--- config.mk ---
export PLATFORM = sky130hd
export DESIGN_NAME = message_buffer_queue_manager_top
export DESIGN_NICKNAME = d
export VERILOG_FILES = /design/src/mbq_pkg.sv /design/src/message_buffer_queue_manager_top.sv /design/src/mbq_store.sv /design/src/mbq_seq.sv
export SDC_FILE = /design/constraint.sdc
export NUM_CORES = 1
export LEC_CHECK = 0
export BUFFER_PORTS_ARGS = -buffer_cell sky130_fd_sc_hd__buf_2
export CELL_PAD_IN_SITES_DETAIL_PLACEMENT = 0
export CELL_PAD_IN_SITES_GLOBAL_PLACEMENT = 1
export CORE_MARGIN = 1.5
export CORE_UTILIZATION = 50
export CTS_CLUSTER_SIZE = 14
export DETAILED_ROUTE_END_ITERATION = 10
export MAX_ROUTING_LAYER = met4
export PLACE_DENSITY = 0.85
export SETUP_SLACK_MARGIN = 0.05
export SLEW_MARGIN = 20
export SYNTH_ARGS = -nofsm -noshare
export SYNTH_HDL_FRONTEND = slang
export SYNTH_SLANG_ARGS = --single-unit
--- constraint.sdc ---
create_clock -name clk -period 9.52 [get_ports clk]
set_clock_uncertainty 0.2 [all_clocks]
set_input_delay 0 -clock clk [delete_from_list [all_inputs] [get_ports clk]]
set_output_delay 0 -clock clk [all_outputs]
set_load 0.03 [all_outputs]
--- src/mbq_pkg.sv ---
// Shared types, constants and helper functions of the message buffer queue manager.
// No dependencies; imported by every module of the block.
package mbq_pkg;

  // Pool and task sizes.
  localparam int NUM_BUFFERS = 16;
  localparam int NUM_TASKS   = 16;

  // Widths: a buffer index, a link that also holds the none marker, fixed fields.
  localparam int IDX_W     = $clog2(NUM_BUFFERS);
  localparam int LINK_W    = $clog2(NUM_BUFFERS + 1);
  localparam int TASK_W    = 4;
  localparam int OP_W      = 2;
  localparam int BUF_W     = 8;
  localparam int SVC_W     = 8;
  localparam int STATUS_W  = 3;
  localparam int BIDX_W    = 4;

  // Configuration port.
  localparam int ADDR_W    = 4;
  localparam int DATA_W    = 64;
  localparam logic REG_ROUTE_TABLE = 1'b0;

  // Marker for the end of a list or an empty queue.
  localparam logic [LINK_W-1:0] LINK_NONE = '1;

  typedef enum logic [OP_W-1:0] {
    OP_ALLOC   = 2'd0,
    OP_RELEASE = 2'd1,
    OP_POST    = 2'd2,
    OP_GET     = 2'd3
  } mbq_op_t;

  typedef enum logic [STATUS_W-1:0] {
    ST_OK         = 3'd0,
    ST_NO_FREE    = 3'd1,
    ST_BAD_BUFFER = 3'd2,
    ST_NOT_ALLOC  = 3'd3,
    ST_UNROUTED   = 3'd4,
    ST_BAD_TASK   = 3'd5,
    ST_EMPTY      = 3'd6
  } mbq_status_t;

  // Write command to the link store.
  typedef struct packed {
    logic              en;
    logic [IDX_W-1:0]  addr;
    logic [LINK_W-1:0] data;
  } mbq_link_wr_t;

  // Write command to the queue head store.
  typedef struct packed {
    logic              en;
    logic [TASK_W-1:0] addr;
    logic [LINK_W-1:0] data;
  } mbq_head_wr_t;

  // A link names a real buffer only below the pool size.
  function automatic logic is_idx(input logic [LINK_W-1:0] v);
    return 32'(v) < NUM_BUFFERS;
  endfunction

  function automatic logic [IDX_W-1:0] to_idx(input logic [LINK_W-1:0] v);
    return v[IDX_W-1:0];
  endfunction

  // Task number routed for a service code, taken from its high nibble.
  function automatic logic [TASK_W-1:0] route_of(input logic [DATA_W-1:0] table_v,
                                                 input logic [SVC_W-1:0] svc);
    logic [5:0] base;
    base = {svc[7:4], 2'b00};
    return table_v[base +: TASK_W];
  endfunction

endpackage

--- src/message_buffer_queue_manager_top.sv ---
// Top level of the message buffer queue manager: register port, sequencer and stores.
// Depends on mbq_pkg, mbq_store and mbq_seq.
//
//  Channel  Direction  Handshake              Beat contents
//  in       input      in_valid / in_stall    op, buffer, service, task_req
//  out      output     out_valid / out_stall  status, buffer_index
//  config   input      APB psel/penable       route_table at byte address 0
//
// Allocate passes the dispatch, free-list read and done states; get the dispatch, head read,
// link read and done states. Release and post both walk a list through the link store,
// one link read per cycle.
// Reset is synchronous; the stores need no clearing pass, so an item may be offered at once.
// A stalled result stays in the output register while the next item is accepted.
module message_buffer_queue_manager_top (
  input  logic                          clk,
  input  logic                          rst,
  input  logic                          psel,
  input  logic                          penable,
  input  logic                          pwrite,
  input  logic [mbq_pkg::ADDR_W-1:0]    paddr,
  input  logic [mbq_pkg::DATA_W-1:0]    pwdata,
  output logic [mbq_pkg::DATA_W-1:0]    prdata,
  output logic                          pready,
  input  logic                          in_valid,
  output logic                          in_stall,
  input  logic [mbq_pkg::OP_W-1:0]      op,
  input  logic [mbq_pkg::BUF_W-1:0]     buffer,
  input  logic [mbq_pkg::SVC_W-1:0]     service,
  input  logic [mbq_pkg::TASK_W-1:0]    task_req,
  output logic                          out_valid,
  input  logic                          out_stall,
  output logic [mbq_pkg::STATUS_W-1:0]  status,
  output logic [mbq_pkg::BIDX_W-1:0]    buffer_index
);
  import mbq_pkg::*;

  logic [DATA_W-1:0] route_table;
  logic              reg_sel;
  logic              cfg_write;
  logic [IDX_W-1:0]  link_raddr;
  logic [LINK_W-1:0] link_rdata;
  mbq_link_wr_t      link_wr;
  logic [TASK_W-1:0] head_raddr;
  logic [LINK_W-1:0] head_rdata;
  mbq_head_wr_t      head_wr;

  // Register decode: paddr[3] picks an 8-byte slot; only slot 0 holds a 64-bit register.
  assign reg_sel   = paddr[3];
  assign pready    = 1'b1;
  assign cfg_write = psel && penable && pwrite && pready;
  assign prdata    = (reg_sel == REG_ROUTE_TABLE) ? route_table : '0;

  // Route table register.
  always_ff @(posedge clk) begin
    if (rst) begin
      route_table <= '0;
    end else if (cfg_write && reg_sel == REG_ROUTE_TABLE) begin
      route_table <= pwdata;
    end
  end

  mbq_seq u_seq (
    .clk          (clk),
    .rst          (rst),
    .route_table  (route_table),
    .in_valid     (in_valid),
    .in_stall     (in_stall),
    .op           (op),
    .buffer       (buffer),
    .service      (service),
    .task_req     (task_req),
    .out_valid    (out_valid),
    .out_stall    (out_stall),
    .status       (status),
    .buffer_index (buffer_index),
    .link_raddr   (link_raddr),
    .link_rdata   (link_rdata),
    .link_wr      (link_wr),
    .head_raddr   (head_raddr),
    .head_rdata   (head_rdata),
    .head_wr      (head_wr)
  );

  mbq_store u_store (
    .clk        (clk),
    .rst        (rst),
    .link_raddr (link_raddr),
    .link_rdata (link_rdata),
    .link_wr    (link_wr),
    .head_raddr (head_raddr),
    .head_rdata (head_rdata),
    .head_wr    (head_wr)
  );

endmodule

--- src/mbq_store.sv ---
// Link store and queue head store, each one read and one write port, registered reads.
// Depends on mbq_pkg. Per-entry valid bits give the reset contents without a clearing pass.
module mbq_store (
  input  logic                         clk,
  input  logic                         rst,
  input  logic [mbq_pkg::IDX_W-1:0]    link_raddr,
  output logic [mbq_pkg::LINK_W-1:0]   link_rdata,
  input  mbq_pkg::mbq_link_wr_t        link_wr,
  input  logic [mbq_pkg::TASK_W-1:0]   head_raddr,
  output logic [mbq_pkg::LINK_W-1:0]   head_rdata,
  input  mbq_pkg::mbq_head_wr_t        head_wr
);
  import mbq_pkg::*;

  logic [LINK_W-1:0] link_mem [NUM_BUFFERS];
  logic [LINK_W-1:0] head_mem [NUM_TASKS];
  logic [NUM_BUFFERS-1:0] link_vld;
  logic [NUM_TASKS-1:0]   head_vld;

  logic [LINK_W-1:0] link_q;
  logic [LINK_W-1:0] head_q;
  logic              link_vq;
  logic              head_vq;
  logic [IDX_W-1:0]  link_raddr_q;
  logic [LINK_W-1:0] link_init;

  // Memory arrays: write and registered read.
  always_ff @(posedge clk) begin
    if (link_wr.en) begin
      link_mem[link_wr.addr] <= link_wr.data;
    end
    if (head_wr.en) begin
      head_mem[head_wr.addr] <= head_wr.data;
    end
    link_q       <= link_mem[link_raddr];
    head_q       <= head_mem[head_raddr];
    link_raddr_q <= link_raddr;
  end

  // Valid bits mark entries written since reset.
  always_ff @(posedge clk) begin
    if (rst) begin
      link_vld <= '0;
      head_vld <= '0;
      link_vq  <= 1'b0;
      head_vq  <= 1'b0;
    end else begin
      if (link_wr.en) begin
        link_vld[link_wr.addr] <= 1'b1;
      end
      if (head_wr.en) begin
        head_vld[head_wr.addr] <= 1'b1;
      end
      link_vq <= link_vld[link_raddr];
      head_vq <= head_vld[head_raddr];
    end
  end

  // Reset contents: each buffer links to the next, the last to none.
  always_comb begin
    if (32'(link_raddr_q) == NUM_BUFFERS - 1) begin
      link_init = LINK_NONE;
    end else begin
      link_init = LINK_W'(32'(link_raddr_q) + 1);
    end
  end

  assign link_rdata = link_vq ? link_q : link_init;
  assign head_rdata = head_vq ? head_q : LINK_NONE;

endmodule

--- src/mbq_seq.sv ---
// Operation sequencer: decodes one item, walks the lists one link per cycle, holds the result.
// Depends on mbq_pkg; drives the stores in mbq_store.
module mbq_seq (
  input  logic                          clk,
  input  logic                          rst,
  input  logic [mbq_pkg::DATA_W-1:0]    route_table,
  input  logic                          in_valid,
  output logic                          in_stall,
  input  logic [mbq_pkg::OP_W-1:0]      op,
  input  logic [mbq_pkg::BUF_W-1:0]     buffer,
  input  logic [mbq_pkg::SVC_W-1:0]     service,
  input  logic [mbq_pkg::TASK_W-1:0]    task_req,
  output logic                          out_valid,
  input  logic                          out_stall,
  output logic [mbq_pkg::STATUS_W-1:0]  status,
  output logic [mbq_pkg::BIDX_W-1:0]    buffer_index,
  output logic [mbq_pkg::IDX_W-1:0]     link_raddr,
  input  logic [mbq_pkg::LINK_W-1:0]    link_rdata,
  output mbq_pkg::mbq_link_wr_t         link_wr,
  output logic [mbq_pkg::TASK_W-1:0]    head_raddr,
  input  logic [mbq_pkg::LINK_W-1:0]    head_rdata,
  output mbq_pkg::mbq_head_wr_t         head_wr
);
  import mbq_pkg::*;

  typedef enum logic [3:0] {
    S_IDLE,
    S_DISPATCH,
    S_ALLOC_RD,
    S_REL_WALK,
    S_POST_HEAD,
    S_POST_WALK,
    S_GET_HEAD,
    S_GET_LINK,
    S_DONE
  } state_t;

  state_t            state;
  mbq_op_t           op_q;
  logic [IDX_W-1:0]  buf_q;
  logic              buf_ok;
  logic [TASK_W-1:0] route_q;
  logic [TASK_W-1:0] task_q;
  logic [LINK_W-1:0] p;
  logic [IDX_W-1:0]  steps;
  logic              first;
  logic [LINK_W-1:0] free_head;
  mbq_status_t       res_status;
  logic [IDX_W-1:0]  res_index;

  logic              accept;
  logic              out_free;
  logic              route_ok;
  logic              task_ok;
  logic              last_step;
  logic [LINK_W-1:0] cur;
  logic [LINK_W-1:0] buf_link;

  assign accept    = in_valid && !in_stall;
  assign in_stall  = (state != S_IDLE);
  assign out_free  = !out_valid || !out_stall;
  assign route_ok  = (route_q != '0) && (32'(route_q) < NUM_TASKS);
  assign task_ok   = (task_q != '0) && (32'(task_q) < NUM_TASKS);
  assign last_step = (32'(steps) == NUM_BUFFERS - 1);
  assign buf_link  = LINK_W'(buf_q);
  // The free-list walk looks at the held head first, then at each link read back.
  assign cur       = first ? p : link_rdata;

  // Store addresses and write commands for the current step.
  always_comb begin
    link_raddr = '0;
    head_raddr = '0;
    link_wr    = '0;
    head_wr    = '0;
    case (state)
      S_DISPATCH: begin
        case (op_q)
          OP_ALLOC: begin
            link_raddr = to_idx(free_head);
          end
          OP_POST: begin
            head_raddr = route_q;
          end
          OP_GET: begin
            head_raddr = task_q;
          end
          default: begin
          end
        endcase
      end
      S_ALLOC_RD: begin
        link_wr = '{en: 1'b1, addr: to_idx(p), data: LINK_NONE};
      end
      S_REL_WALK: begin
        if (!is_idx(cur) || (cur != buf_link && last_step)) begin
          link_wr = '{en: 1'b1, addr: buf_q, data: free_head};
        end else if (cur != buf_link) begin
          link_raddr = to_idx(cur);
        end
      end
      S_POST_HEAD: begin
        if (!is_idx(head_rdata)) begin
          head_wr = '{en: 1'b1, addr: route_q, data: buf_link};
        end else begin
          link_raddr = to_idx(head_rdata);
        end
      end
      S_POST_WALK: begin
        if (!is_idx(link_rdata)) begin
          link_wr = '{en: 1'b1, addr: to_idx(p), data: buf_link};
        end else if (last_step) begin
          link_wr = '{en: 1'b1, addr: to_idx(link_rdata), data: buf_link};
        end else begin
          link_raddr = to_idx(link_rdata);
        end
      end
      S_GET_HEAD: begin
        link_raddr = to_idx(head_rdata);
      end
      S_GET_LINK: begin
        if (is_idx(link_rdata)) begin
          head_wr = '{en: 1'b1, addr: task_q, data: link_rdata};
          link_wr = '{en: 1'b1, addr: to_idx(p), data: LINK_NONE};
        end else begin
          head_wr = '{en: 1'b1, addr: task_q, data: LINK_NONE};
        end
      end
      default: begin
      end
    endcase
  end

  // Sequencer state, working registers, free head and output register.
  always_ff @(posedge clk) begin
    if (rst) begin
      state     <= S_IDLE;
      free_head <= '0;
      out_valid <= 1'b0;
    end else begin
      // A taken result empties the output register; the done step refills it on its own.
      if (out_valid && !out_stall && state != S_DONE) begin
        out_valid <= 1'b0;
      end
      case (state)
        S_IDLE: begin
          if (accept) begin
            op_q       <= mbq_op_t'(op);
            buf_q      <= IDX_W'(buffer);
            buf_ok     <= 32'(buffer) < NUM_BUFFERS;
            route_q    <= route_of(route_table, service);
            task_q     <= task_req;
            res_status <= ST_OK;
            res_index  <= '0;
            state      <= S_DISPATCH;
          end
        end
        S_DISPATCH: begin
          case (op_q)
            OP_ALLOC: begin
              if (!is_idx(free_head)) begin
                res_status <= ST_NO_FREE;
                state      <= S_DONE;
              end else begin
                p     <= free_head;
                state <= S_ALLOC_RD;
              end
            end
            OP_RELEASE: begin
              if (!buf_ok) begin
                res_status <= ST_BAD_BUFFER;
                state      <= S_DONE;
              end else begin
                p     <= free_head;
                first <= 1'b1;
                steps <= '0;
                state <= S_REL_WALK;
              end
            end
            OP_POST: begin
              if (!buf_ok) begin
                res_status <= ST_BAD_BUFFER;
                state      <= S_DONE;
              end else if (!route_ok) begin
                res_status <= ST_UNROUTED;
                state      <= S_DONE;
              end else begin
                state <= S_POST_HEAD;
              end
            end
            default: begin
              if (!task_ok) begin
                res_status <= ST_BAD_TASK;
                state      <= S_DONE;
              end else begin
                state <= S_GET_HEAD;
              end
            end
          endcase
        end
        S_ALLOC_RD: begin
          free_head <= link_rdata;
          res_index <= to_idx(p);
          state     <= S_DONE;
        end
        S_REL_WALK: begin
          // Push onto the free list at the end of the walk unless the buffer was found.
          if (!is_idx(cur) || (cur != buf_link && last_step)) begin
            free_head <= buf_link;
            state     <= S_DONE;
          end else if (cur == buf_link) begin
            res_status <= ST_NOT_ALLOC;
            state      <= S_DONE;
          end else begin
            first <= 1'b0;
            steps <= steps + 1'b1;
          end
        end
        S_POST_HEAD: begin
          if (!is_idx(head_rdata)) begin
            state <= S_DONE;
          end else begin
            p     <= head_rdata;
            steps <= '0;
            state <= S_POST_WALK;
          end
        end
        S_POST_WALK: begin
          if (!is_idx(link_rdata) || last_step) begin
            state <= S_DONE;
          end else begin
            p     <= link_rdata;
            steps <= steps + 1'b1;
          end
        end
        S_GET_HEAD: begin
          if (!is_idx(head_rdata)) begin
            res_status <= ST_EMPTY;
            state      <= S_DONE;
          end else begin
            p     <= head_rdata;
            state <= S_GET_LINK;
          end
        end
        S_GET_LINK: begin
          res_index <= to_idx(p);
          state     <= S_DONE;
        end
        S_DONE: begin
          // Hand the result to the output register once it is free.
          if (out_free) begin
            out_valid    <= 1'b1;
            status       <= res_status;
            buffer_index <= BIDX_W'(res_index);
            state        <= S_IDLE;
          end
        end
        default: begin
          state <= S_IDLE;
        end
      endcase
    end
  end

endmodule

# Yosys cells after proc, flatten, opt, wreduce, memory -nomap -nowiden
# Memories as Yosys holds them, arrays and structs flattened. A register that Yosys moved wholly into a read port is not among the register bits.
# Cells that the tools add are included.
# classes
add_sub_neg,2
order_cmp,11
n_eq_ne,37
n_shift,1
muxes,84
bitwise_logic,4
reduce_logical,39
# ops
cell,count
$mux 4,26
$mux 64,1
$shiftx 64x7->4,1
$mux 10,5
$mux 5,10
$pmux 10 s4,1
$or 16x16->16,2
$pmux 4 s8,1
$mux 3,9
$lt 4x5->1 const B,4
$lt 5x5->1 const B,4
$pmux 10 s2,1
$pmux 4 s5,1
$pmux 5 s2,2
$reduce_bool 4->1,5
$ne 2x1->1 const B,9
$eq 4x3->1 const B,4
$pmux 4 s2,2
$pmux 4 s4,1
$mux 1,15
$pmux 5 s3,1
$eq 4x4->1 const B,3
$pmux 3 s4,1
$pmux 4 s3,1
36 further kinds,68
# totals
reg_bits,151
ram_bits,160
in_bits,97
output_inout_bits,74
word_cells,201
memories,2
# mem_list
memory,depth,word_bits,rd,rd_ports_with_merged_regs,wr,line_no,source
u_store.head_mem,16,5,1,1,1,mbq_store.sv:16,logic [LINK_W-1:0] head_mem [NUM_TASKS];
u_store.link_mem,16,5,1,1,1,mbq_store.sv:15,logic [LINK_W-1:0] link_mem [NUM_BUFFERS];

# Logic depth before layout (Yosys ltp)
# logic_depth
ltp_word,14
ltp_mapped,14
mapped_depth_nobuf,11

# Modules after synthesis
# A second synthesis with hierarchy kept.
# unflattened
hier_cells,1143
hier_area_um2,14766.7
# modules_own_cells
module,n_inst,cells_each,area_each_um2,seq_area_each_um2
mbq_store,1,456,7966.4,5765.5
mbq_seq,1,336,3443.3,1371.3
message_buffer_queue_manager_top,1,351,3357.0,1281.2

# Worst setup path before layout
# Ideal clock, no wire load.
# synth_path
kind,register to register
from,register u_store.link_raddr_q[0]
to,"memory u_store.link_mem[5][0] in the netlist's numbering, enable pin"
setup_ns,0.347
arrival_time_ns,2.629
required_time_ns,8.973
slack_ns,6.344
path_stages_with_launch,11
n_path_buf,1
synth_period_minus_slack_ns,3.176
path_cell_list,dfxtp_1 ha_1 and4b_1 a211oi_2 mux2i_1 o211ai_4 or2_1 buf_2 a21oi_4 o221ai_1 nor2_1
# synth_via
elab_chain_cells,11
elab_cells_between_ends,18
cone_classes,add/sub (1); order compare (2); eq/ne (2); mux (10); reduce/logical (3)
# synth_lines
element,line_no,source
"start, declared",mbq_store.sv:24,logic [IDX_W-1:0] link_raddr_q;
"start signal, assigned",mbq_store.sv:37,link_raddr_q <= link_raddr;
$add 4x1->5 or $eq 4x4->1 (tied branches),"mbq_store.sv:64, mbq_store.sv:61",
$mux 5 *,mbq_store.sv:61,if (32'(link_raddr_q) == NUM_BUFFERS - 1) begin
$mux 5 *,mbq_store.sv:68,assign link_rdata = link_vq ? link_q : link_init;
$mux 5,mbq_seq.sv:67,assign cur = first ? p : link_rdata;
$lt 5x5->1 or $ne 5x4->1 (tied branches),"mbq_pkg.sv:60, mbq_seq.sv:95",
$logic_not 1->1 or $logic_and 1x1->1 (tied branches),mbq_seq.sv:95,if (!is_idx(cur) || (cur != buf_link && last_step)) begin
$logic_or 1x1->1,mbq_seq.sv:95,
$mux 10,mbq_seq.sv:95,
$pmux 10 s4 *,mbq_seq.sv:75,case (state)
$mux 1,mbq_store.sv:29,if (link_wr.en) begin
$mux 1 (not written as such),mbq_store.sv:30,link_mem[link_wr.addr] <= link_wr.data;
"end, declared",mbq_store.sv:15,
# Mark *: on every way between the ends. The rest lies on a longest branch, timed or not.

# Worst setup path after layout
# layout_path
from,register u_seq.state[0]
to,register u_store.head_vq
# layout_via
elab_chain_cells,4
# layout_lines
element,line_no,source
"start, declared",mbq_seq.sv:38,state_t state;
"start signal, assigned",mbq_seq.sv:136,state <= S_IDLE;
"start signal, assigned",mbq_seq.sv:154,state <= S_DISPATCH;
"start signal, assigned",mbq_seq.sv:162,state <= S_DONE;
$eq 4x1->1,mbq_seq.sv:75,
$mux 4,mbq_seq.sv:75,
$bmux 1 s4,mbq_store.sv:55,head_vq <= head_vld[head_raddr];
$mux 1 (not written as such),mbq_store.sv:55,
"end signal, assigned",mbq_store.sv:55,
"end, declared",mbq_store.sv:23,logic head_vq;
# Every way passes these cells. The select of a mux whose other input is x is not followed.
# A chain may end at the register's enable or synchronous reset.

==> results.rst <==
.. list-table::
   :header-rows: 1

   * - Metric
     - Value
   * - Result of the run
     - completed
   * - Gate family responsible for the most delay along the worst path
     - simple AND/OR/NAND/NOR gates
   * - First-pass iteration count of the detailed router
     - 6
   * - Arrival time of data at the critical path endpoint
     - around 4.2 ns
   * - Period minus WS final
     - about 4.0 ns
   * - Overall Power
     - about 3300 µW
   * - CTS clock-pin slew for the worst setup and hold paths
     - 0.06 ns
   * - Cell Area, Synth
     - 14600 µm²
   * - Fraction of final layout cells sized beyond drive strength 1
     - 19.3%
   * - Count of buffers inserted at the top-level ports
     - 162
   * - Startpoint of the most critical hold path
     - task_req[1]
   * - Fmax achieved
     - 0.249 GHz
   * - Capture endpoint of the worst hold path
     - u_seq.task_q[1]$_DFFE_PP_
   * - Worst IR Drop VDD
     - ~0.00011 V
   * - Post-Place Cell Area
     - around 16000 µm²
   * - Kind of critical path
     - reg -> reg
   * - Design area
     - 17800 µm²
   * - Seq/Total Area, Yosys
     - slightly below 60%
   * - Setup violation total in the final timing report
     - 0
   * - Die height
     - around 170 µm
   * - Total overflow reported by the global router
     - 0
   * - Fraction of post-synthesis cell area in the top cell type by area
     - between 40% and 50%
   * - Worst hold margin
     - 0.0215 ns
   * - Largest stage delay on the critical path
     - 1.03 ns
   * - Slew at the pin closest to its max-slew limit
     - 1.08 ns
   * - Total wire length
     - 38700 µm
   * - Number of global-route vias before repair
     - 10900
   * - Main synth FF type
     - sky130_fd_sc_hd__edfxtp_1
   * - Area delta synth->final
     - 22.4%
   * - FF-to-FF path depth
     - 7
   * - Total count of hold-check failures in the final report
     - 0
   * - Number of instances in the synthesized netlist
     - 1334
   * - DR DRC count
     - 0
   * - Clock latency on the worst-skew pair
     - 0.52 ns
   * - Post-CTS setup buffers
     - 0
   * - Cell types with the largest area share after synthesis
     - sky130_fd_sc_hd__edfxtp_1 41%, sky130_fd_sc_hd__dfxtp_1 17%, sky130_fd_sc_hd__nand2_1 5.7%
   * - Areal power density over the cells
     - 188 nW/µm²
   * - Remaining max-slew budget at the tightest pin
     - 27.9%
   * - CTS buffer count
     - 36
   * - Vias per Instance
     - 5.75
   * - Destination of the worst register-to-register timing path
     - u_store.head_vq$_SDFF_PP0_
   * - Final weighted congestion in routability-driven placement
     - approximately 0.86
   * - Critical path, cell by cell
     - nand2b_4, nor3_1, nand3_1, o22ai_1, a311oi_1, a21oi_1, a211oi_1
   * - Synth unique cells
     - 93
   * - Async set or reset register ratio after synthesis
     - 0%
   * - Core area
     - 28700 µm²
   * - CTS tree
     - built
   * - Cell type with the largest total area after synthesis
     - sky130_fd_sc_hd__edfxtp_1
   * - Nets
     - 1657
   * - Maxcap violations
     - 0
   * - Share of the clock period used by the worst path
     - ~42%
   * - Iter 0 DRT Violations
     - 1009
   * - Pin count of the biggest net entering global routing
     - 88
   * - Kind of launch point of the worst setup path
     - register
   * - Unrepaired setup endpoints after global routing
     - no
   * - Horizontal die dimension
     - 174 µm
   * - Root buffer cell
     - sky130_fd_sc_hd__clkbuf_16
   * - Worst-path fanout max
     - 23
   * - Antenna-violating nets left
     - 0
   * - Depth of the CTS H-tree
     - 2
   * - Number of ports placed on the die boundary
     - approximately 170
   * - Slowest stage cell on the critical path
     - sky130_fd_sc_hd__nand3_1
   * - ANT cells
     - 0
   * - Clk buf depth
     - 3
   * - Data required, critical path
     - 9.68 ns
   * - Hold Path Depth
     - 2
   * - Launch point of the worst reg-to-reg path
     - u_seq.state[0]$_SDFFE_PP0P_
   * - Number of synthesized flops with an enable pin
     - 199
   * - Detailed-route via count
     - 11300
   * - Clock sink total
     - 321
   * - First-pass GRT wire length
     - just over 60000 µm
   * - Total global-route track usage
     - 26.4%
   * - Antenna violations before repair
     - 0
   * - Post-detail-place hpwl
     - roughly 26000 µm
   * - Total Neg Setup Slack
     - 0 ns
   * - Internal reg-to-reg setup slack
     - 5.51 ns
   * - Leakage
     - 0.00665 µW
   * - Die Outline Area
     - 30200 µm²
   * - Synthesis warning total
     - 0
   * - Average wire length per cell after detail routing
     - approximately 20 µm
   * - Post-synth net total
     - 1437
   * - Seq cells post-synth
     - 321
   * - Hold Path Class
     - in -> reg
   * - Std-Cell Rows
     - 62
   * - Initial standard-cell utilization of the core
     - between 50% and 60%
   * - Avg Inst Size Synth
     - between 10 and 15 µm²
   * - Max-slew violation count
     - 0
   * - Worst Setup End Kind
     - register
   * - Sum of buffers and inverters on the critical path
     - 0
-- cell type report --
type,instances,area [µm²]
clock inverters,22,338
fillers,2298,10900
multi-input cells,916,5750
well taps,384,480
inverters,16,60.1
clock buffers,43,1010
repair buffers,263,1790
flip-flops and latches,321,8420
-- worst max-delay path by stage --
| stage | depth (start not counted) | startpoint | endpoint |
|---|---|---|---|
| 5_1_grt | 7 | u_seq.state[0]$_SDFFE_PP0P_ | u_store.head_q[4]$_DFF_P_ |
| 3_5_place_dp | 7 | u_seq.state[0]$_SDFFE_PP0P_ | u_store.head_q[3]$_DFF_P_ |
| 3_3_place_gp | 7 | u_seq.state[0]$_SDFFE_PP0P_ | u_store.head_q[3]$_DFF_P_ |
| 2_1_floorplan | 10 | u_store.link_raddr_q[0]$_DFF_P_ | u_store.link_mem[5][0]$_DFFE_PP_ |
| 6_report | 7 | u_seq.state[0]$_SDFFE_PP0P_ | u_store.head_vq$_SDFF_PP0_ |
| 4_1_cts | 7 | u_seq.state[0]$_SDFFE_PP0P_ | u_store.head_q[3]$_DFF_P_ |
-- synth_stat cells, types with 4 or more instances --
| cell type | n |
|---|---|
| sky130_fd_sc_hd__nand3b_1 | 4 |
| sky130_fd_sc_hd__and3_1 | 19 |
| sky130_fd_sc_hd__a21oi_1 | 111 |
| sky130_fd_sc_hd__buf_1 | 11 |
| sky130_fd_sc_hd__edfxtp_1 | 199 |
| sky130_fd_sc_hd__nand2b_1 | 10 |
| sky130_fd_sc_hd__o21ai_0 | 46 |
| sky130_fd_sc_hd__a31oi_1 | 17 |
| sky130_fd_sc_hd__nor3_1 | 17 |
| sky130_fd_sc_hd__mux2_2 | 5 |
| sky130_fd_sc_hd__o31ai_1 | 4 |
| sky130_fd_sc_hd__a22o_1 | 10 |
| sky130_fd_sc_hd__a211oi_1 | 14 |
| sky130_fd_sc_hd__mux4_2 | 30 |
| sky130_fd_sc_hd__dfxtp_1 | 122 |
| sky130_fd_sc_hd__buf_2 | 4 |
| sky130_fd_sc_hd__a22oi_1 | 12 |
| sky130_fd_sc_hd__a32o_1 | 5 |
| sky130_fd_sc_hd__o21ba_1 | 6 |
| sky130_fd_sc_hd__o211ai_1 | 4 |
| sky130_fd_sc_hd__a21boi_0 | 11 |
| sky130_fd_sc_hd__a221o_1 | 4 |
| sky130_fd_sc_hd__nand2_1 | 221 |
| sky130_fd_sc_hd__o21ai_1 | 6 |
| sky130_fd_sc_hd__nor2_1 | 106 |
| sky130_fd_sc_hd__nor2b_1 | 78 |
| sky130_fd_sc_hd__clkbuf_1 | 59 |
| sky130_fd_sc_hd__and2_1 | 15 |
| sky130_fd_sc_hd__mux2i_1 | 10 |
| sky130_fd_sc_hd__a21o_1 | 12 |
| sky130_fd_sc_hd__a311oi_1 | 13 |
| sky130_fd_sc_hd__inv_1 | 13 |
| sky130_fd_sc_hd__nand3_1 | 17 |
| sky130_fd_sc_hd__ha_1 | 6 |
| sky130_fd_sc_hd__o22ai_1 | 29 |
-- sequential cells by signal (all words and copies together), names as in the netlist, 5 cells and up --
register and cells:
route_table 64, u_seq.free_head 5, u_seq.p 5, u_store.head_mem 80, u_store.head_q 5, u_store.head_vld 16
u_store.link_mem 80, u_store.link_q 5, u_store.link_vld 16
-- cells by family (layout without fill, tap and decap cells) --
family,count (synthesis),in the layout,share of synthesized area [%]
AO/OA/AOI/OAI,348,348,16.2
XOR/XNOR,3,3,0.180
adder cells (fa/ha/maj),6,6,0.515
buffers and inverters,97,344,2.93
flip-flops,321,321,57.7
multiplexers,46,46,5.78
other,1,1,0.0257
AND/OR/NAND/NOR,512,512,16.6
-- placed cells by master, fill, tap and decap left out, drive strengths merged, types with 14 or more instances in the layout --
| master | n |
|---|---|
| nand2 | 221 |
| nor2 | 108 |
| dlygate4sd3 | 88 |
| nand3 | 17 |
| nor2b | 78 |
| clkbuf | 43 |
| o22ai | 29 |
| a31oi | 19 |
| nor3 | 18 |
| inv | 18 |
| mux4 | 30 |
| buf | 175 |
| o21ai | 55 |
| dfxtp | 122 |
| a211oi | 15 |
| and2 | 16 |
| a311oi | 14 |
| and3 | 19 |
| edfxtp | 199 |
| a21oi | 113 |
-- metal layers --
layer	vias to the layer above	share of wire [%]	global-route usage, %
li1	5343	-	-
met1	5425	43	35.3
met2	433	48	41.3
met3	98	6.5	3.57
met4	0	3.2	9.48
met5	-	0	-
-- power breakdown --
part	switching (µW)	internal [µW]	total (µW)
Clock	567	981	1550
Sequential	30.0	1510	1540
Combinational	158	109	266
-- through the flow --
stage               utilization [%]  cells  worst slack, ns
floorplan                         -   1334             6.34
global placement               54.4   1812             5.53
detailed placement             54.4   1812             5.53
CTS                            62.2   1965             5.50
global route                   62.2   1965             5.22
finish                         62.2   1965             5.51
-- what timing repair did --
action | CTS | global route
hold buffers | 88 | 0
resized for setup | 0 | 0
endpoints found under the hold margin | 131 | 0
(Power assumes the default switching activity.)
